`src/rtl/core/cpq_pkg.sv`:
```
// package for the convex polyhedron query core: constants, codes and shared types
package cpq_pkg;
  localparam int MAX_VERTICES_DEF = 256;
  localparam int MAX_FACES_DEF = 256;
  localparam int COORD_BITS_DEF = 16;
  localparam int COUNT_BITS = 9;
  localparam int TOL_BITS = 20;
  localparam int INDEX_BITS = 8;
  localparam int CFG_INDEX_BITS = 2;
  localparam int CFG_DATA_BITS = 20;

  localparam logic [1:0] OP_WRITE_VERTEX = 2'd0;
  localparam logic [1:0] OP_WRITE_FACE = 2'd1;
  localparam logic [1:0] OP_SUPPORT = 2'd2;
  localparam logic [1:0] OP_INSIDE = 2'd3;

  localparam logic [CFG_INDEX_BITS-1:0] REG_VERTEX_COUNT = 2'd0;
  localparam logic [CFG_INDEX_BITS-1:0] REG_FACE_COUNT = 2'd1;
  localparam logic [CFG_INDEX_BITS-1:0] REG_VOLUME_TOL = 2'd2;

  localparam logic STATUS_OK = 1'b0;
  localparam logic STATUS_REFUSED = 1'b1;

  typedef struct packed {
    logic [1:0] operation;
    logic [INDEX_BITS-1:0] entry_index;
    logic [7:0] corner_a;
    logic [7:0] corner_b;
    logic [7:0] corner_c;
    logic signed [COORD_BITS_DEF-1:0] coord_x;
    logic signed [COORD_BITS_DEF-1:0] coord_y;
    logic signed [COORD_BITS_DEF-1:0] coord_z;
  } cmd_t;

  localparam int CMD_BITS = $bits(cmd_t);
endpackage

```
`src/rtl/core/cpq_front.sv`:
```
// front end: accepts items, decides refused writes, queues commands for the back end
module cpq_front (
  input  logic                            clk,
  input  logic                            rst,
  input  logic                            in_valid,
  output logic                            in_ready,
  input  cpq_pkg::cmd_t                   in_cmd,
  input  logic [cpq_pkg::COUNT_BITS-1:0]  live_vertices,
  input  logic [cpq_pkg::COUNT_BITS-1:0]  live_faces,
  output logic                            q_valid,
  input  logic                            q_ready,
  output cpq_pkg::cmd_t                   q_cmd,
  output logic                            q_refused
);
  localparam int DEPTH = 2;

  cpq_pkg::cmd_t slot_cmd [DEPTH];
  logic [DEPTH-1:0] slot_ref;
  logic wptr, rptr;
  logic [1:0] fill;
  logic refused;
  logic push, pop;

  always_comb begin
    refused = 1'b0;
    if (in_cmd.operation == cpq_pkg::OP_WRITE_VERTEX) begin
      refused = {1'b0, in_cmd.entry_index} >= live_vertices;
    end else if (in_cmd.operation == cpq_pkg::OP_WRITE_FACE) begin
      refused = {1'b0, in_cmd.entry_index} >= live_faces;
    end
  end

  assign in_ready = fill != 2'(DEPTH);
  assign push = in_valid && in_ready;
  assign q_valid = fill != 2'd0;
  assign pop = q_valid && q_ready;
  assign q_cmd = slot_cmd[rptr];
  assign q_refused = slot_ref[rptr];

  always_ff @(posedge clk) begin
    if (push) begin
      slot_cmd[wptr] <= in_cmd;
      slot_ref[wptr] <= refused;
    end
    if (rst) begin
      wptr <= 1'b0;
      rptr <= 1'b0;
      fill <= 2'd0;
    end else begin
      if (push) wptr <= ~wptr;
      if (pop) rptr <= ~rptr;
      fill <= fill + 2'(push) - 2'(pop);
    end
  end
endmodule

```
`config.mk`:
```
export PLATFORM = sky130hd
export DESIGN_NAME = cpq_front
export DESIGN_NICKNAME = d
export VERILOG_FILES = /design/src/rtl/core/cpq_pkg.sv /design/src/rtl/core/cpq_front.sv
export SDC_FILE = /design/constraint.sdc
export NUM_CORES = 1
export LEC_CHECK = 0
export BUFFER_PORTS_ARGS = -buffer_cell sky130_fd_sc_hd__buf_2
export CAP_MARGIN = 20
export CORE_ASPECT_RATIO = 0.7
export CORE_MARGIN = 2
export CORE_UTILIZATION = 30
export CTS_BUF_LIST = sky130_fd_sc_hd__clkbuf_8
export DETAILED_ROUTE_END_ITERATION = 7
export GPL_TIMING_DRIVEN = 0
export PLACE_DENSITY = 0.48
export SETUP_SLACK_MARGIN = 0.3
export SLEW_MARGIN = 10
export SYNTH_ARGS = -nofsm -noshare
export SYNTH_HDL_FRONTEND = slang
export SYNTH_SLANG_ARGS = --single-unit
```
`constraint.sdc`:
```
create_clock -name clk -period 10.7 [get_ports clk]
set_input_delay 1.07 -clock clk [delete_from_list [all_inputs] [get_ports clk]]
set_output_delay 1.07 -clock clk [all_outputs]
set_load 0.01 [all_outputs]
```
# Word level (Yosys, flattened, before mapping)

Memories as Yosys holds them, arrays and structs flattened. A register that Yosys moved wholly into a read port is not among the register bits.
Index checks and enable logic that the tools add are counted.

Add/sub/neg operators: 2
$mul: 0
Divide/modulo/power cells: 0
Magnitude comparators: 5
Eq/ne operators: 2
Shift operators: 0
Mux-type cells: 11
Bitwise operators: 2
Reduce and logical (&&, ||, !) cells: 5

Operators with widths:

| cell                                                                         | number |
|---|---|
| 8-bit by 9-bit >= comparator with 1-bit output                               | 2 |
| 1-bit two-way mux                                                            | 9 |
| 1-bit by 2-bit less-than comparator with 1-bit output, second input constant | 2 |
| 1-bit logical AND                                                            | 3 |
| 2-bit by 1-bit adder with 2-bit output                                       | 1 |
| 2-bit bitwise mux                                                            | 1 |
| 2-bit by 1-bit == test with 1-bit output, second input constant              | 1 |
| 2-bit zero test                                                              | 1 |
| 2-bit != test, second input constant                                         | 1 |
| 1-bit inverter                                                               | 2 |
| 2-bit nonzero test                                                           | 1 |
| 2-bit by 1-bit subtractor with 2-bit output                                  | 1 |
| 1-bit demux with 1-bit select                                                | 1 |
| 1-bit >= comparator, second input constant                                   | 1 |

Bits in registers: 6
Latch bits: 0
RAM bits: 164
Memory bits (read-only): 0
Logic and storage cells: 32
Memories kept: 1

Memories:

| name     | depth | width | rd ports | clocked after Yosys merged registers in | wr ports | line            | RTL |
|---|---|---|---|---|---|---|---|
| slot_cmd | 2     | 82    | 1        | 1                                       | 1        | cpq_front.sv:17 | `cpq_pkg::cmd_t slot_cmd [DEPTH];` |

# Logic depth before layout (Yosys ltp)

Depth after elaboration: 5
Gate-level depth with buffers: 8
Gate-level depth less buffers: 8

# Worst setup path before layout

OpenSTA, ideal clock, no wires.

Kind: input port to flip-flop
Start point: in in_valid
End point: mem slot_cmd[0][0] in the netlist's numbering (enable)
Library setup time: 0.525 ns
Arrival time: 4.625 ns
Required time: 10.175 ns
Path slack: 5.550 ns
Cell stages on the path: 2
Buffers on the path: 0
Cell sequence: nand2_1 -> nor2_1

Word-level cells in the longest chain between the ends: 3

Ends and longest elaborated chain:

| element                                 | line            | RTL |
|---|---|---|
| from (decl)                             | cpq_front.sv:5  | `input logic in_valid,` |
| 1-bit logical AND                       | cpq_front.sv:34 | `assign push = in_valid && in_ready;` |
| 1-bit two-way mux                       | cpq_front.sv:41 | `if (push) begin` |
| 1-bit two-way mux (not written as such) | cpq_front.sv:42 | `slot_cmd[wptr] <= in_cmd;` |
| to (decl)                               | cpq_front.sv:17 |  |

Every way passes these cells.

==> results by group <==
CTS
  • Clock transition time at the flip-flop clock pins of the worst setup and hold paths: 80 ps
  • CTS resizes: 0
  • Clk buf depth: 2
  • CTS hold repair buffers: 0
  • CTS tree: yes
  • Clock sinks: 171
  • Total CTS buffers: 17
  • Setup Fix Bufs, Post-CTS: 0
  • Clock root buffer: clkbuf_8
  • H-tree Lvls: 4
  • Clk_lat worst skew: 450 ps

Synth
  • Count leader, synth: edfxtp_1
  • Post-synth top area cell: edfxtp_1
  • Cells after synthesis: 336
  • Share of the synthesized area in the top cell type: 74.5%
  • Synth warn: 0
  • Number of enable flip-flop cells after synthesis: 166
  • Register bit total from synthesis: 171
  • Top post-synthesis cells by area: edfxtp_1 75%, mux2_2 14%, ha_1 3.4%
  • Mapped cell area: 6690 um2
  • Synth unique cells: 28
  • Avg Cell Area, Syn: 19.9 um2
  • Most used DFF post-synth: edfxtp_1
  • Register area share after synthesis: 76.0%
  • Syn nets: 458
  • Ys async rst share: 0%
  • Most frequent cells after synthesis: 166 x edfxtp_1, 83 x mux2_2, 18 x ha_1

Finish
  • ANT cells: 0
  • Share of cells above drive strength 1: 57.3%
  • # nets final: 669
  • Area grow syn2layout: 26.6%

GRT
  • First-pass GRT wire length: 20,600 um
  • Largest net degree at the start of global routing: 55
  • Initial antenna violation count: 1
  • Met3 Resource Use GR: 5.52%
  • GR Util met1: 15.1%
  • Grt ovf: 0
  • Busiest grt layer: met2
  • Total track usage: 11.9%
  • Met2 Resource Use GR: 18.1%
  • Vias in the first global route: 3,903

Outcome
  • Status: completed

Place
  • HPWL Detailed: 9750 um
  • Number of port buffers: 188
  • Setup Slack @ Placement: 8120 ps
  • RD Place Congestion: 0.747

Route
  • Antenna Nets Post-Route: 0
  • DRT iter0 DRCs: 198
  • Final WL: 13,700 um
  • Post-DR wirelength/cell: 16.3 um
  • Drt drc: 0
  • DR vias/cell: 4.31
  • DR pass1 iterations: 4
  • Via Count: 3,632

Power
  • Power Internal: 1290 uW
  • Leakage: 0.00328 uW
  • Power density over the cells: 212 nW/um2
  • Logic gate share of total power: 27.9%
  • Maximum VDD drop: 0.0000667 V
  • Flop pwr share: 48.3%
  • Sw Share: 28.2%
  • Switching power: 508 uW
  • Clock share of power: 23.8%

Die
  • Die Wd: 182 um
  • Total Die Area: 23,500 um2
  • Initial Util: 30.7%
  • Vert. Die Dim: 129 um
  • Core area: 21,800 um2
  • IO Pins: 189
  • Rows: 45

STA
  • Clock Skews: 6.86 ps
  • Slew Limit Fails: 0
  • Final setup violation count: 0
  • Setup WS post-layout: 7960 ps
  • Slew @ Worst Pin: 752 ps
  • Period utilization: 25.6%
  • RSZ-0062 raised after global routing: false
  • Period minus WS final: 2740 ps
  • Hold Vio Cnt, Final: 0
  • Setup TNS: 0 ps
  • Slew margin rel.: 49.8%
  • Fmax: 365 MHz

Worst setup path
  • Crit path launch type: register
  • Worst endpoint data arrival time: 1670 ps
  • Critical Path Fanout Max: 10
  • Setup crit end kind: output port
  • RR Startpoint: fill[0]
  • Crit Path Category: reg -> out
  • R2R Setup Slk: 8820 ps
  • R2r worst-path depth: 4
  • R2r endpoint: slot_cmd[0][14]
  • WP data required: 9630 ps

Worst hold path
  • HP Start: fill[1]
  • Hold Crit Depth: 2
  • Hold WC Path Type: reg -> reg
  • Hold endpoint: fill[1]

Job
  • Max Cap Viol: 0
placed cells by master (no fill, tap or decap), drive strengths merged:
master and count:
a211oi 1, a21o 2, a21oi 5, a31oi 1, a41oi 1, and2 1, and3 1, and4b 1
buf 201, bufinv 2, clkbuf 17, clkinv 5, clkinvlp 2, dfxtp 5, edfxtp 166, ha 18
inv 22, mux2 83, nand2 4, nand2b 3, nor2 5, nor2b 2, nor3 2, o21ai 3
o21bai 1, o221ai 1, or2 1, xnor2 2, xor2 2
sequential cells by signal, indices dropped and copies added, names as in the netlist, named ones only:
signal	flops
fill	2
wptr	1
slot_cmd	164
rptr	1
slot_ref	2
metrics by stage:
stage	util, %	hold slack [ps]	instance area [um2]	total power, uW	std cells
after CTS	38.9	579	8470	1830	842
after global placement	36.6	508	7980	1390	806
final	38.9	569	8470	1800	842
after detailed placement	37.2	561	8100	1400	810
after floorplan	-	493	6690	1190	336
after global routing	38.9	605	8470	1900	842
metal layers:
metal	vias up	wire length [um]
met1	1760	6410
met4	2	136
li1	1718	-
met5	-	11
met2	141	5950
met3	11	1200
layout make-up:
class                           count  area (um2)
Fill cell                        2075       13300
Clock inverter                     15         138
Sequential cell                   171        5080
Inverter                           16        60.1
Timing Repair Buffer              192        1040
Clock buffer                       17         234
Buffer                              9         101
Multi-Input combinational cell    140        1460
Tap cell                          282         353
worst max path at each step:
| stage | from | depth (start not counted) | endpoint |
|---|---|---|---|
| 2_1_floorplan | in_valid | 2 | slot_cmd[0][0] |
| 3_3_place_gp | in_valid | 3 | slot_cmd[0][56] |
| 3_5_place_dp | in_cmd[72] | 8 | slot_ref[1] |
| 4_1_cts | register | 4 | q_cmd[57] |
| 5_1_grt | register | 4 | q_cmd[57] |
| 6_report | register | 4 | q_cmd[58] |
critical path, stage by stage, from the launching register on:
cell and delay, ps:
dfxtp_1 330, buf_6 190, buf_6 190, mux2_2 360, buf_2 140
power by group through the flow:
stage                     logic (uW)  registers (uW)  clock network (uW)
after floorplan                  303             890                   0
after global placement           486             902                   0
after detailed placement         515             885                   0
after CTS                        518             870                 446
after global routing             549             878                 472
final                            502             869                 428
cells by family (layout without fill, tap and decap cells):
group	Yosys count	count (layout)	synth area share (%)
fa+ha+maj	18	18	3.37
buf+inv	25	249	2.41
mux	83	83	14.0
xor+xnor	4	4	0.636
simple gates	20	20	1.85
flops	171	171	76.0
compound gates	15	15	1.74
No activity file was read; power rests on OpenSTA's default activity.
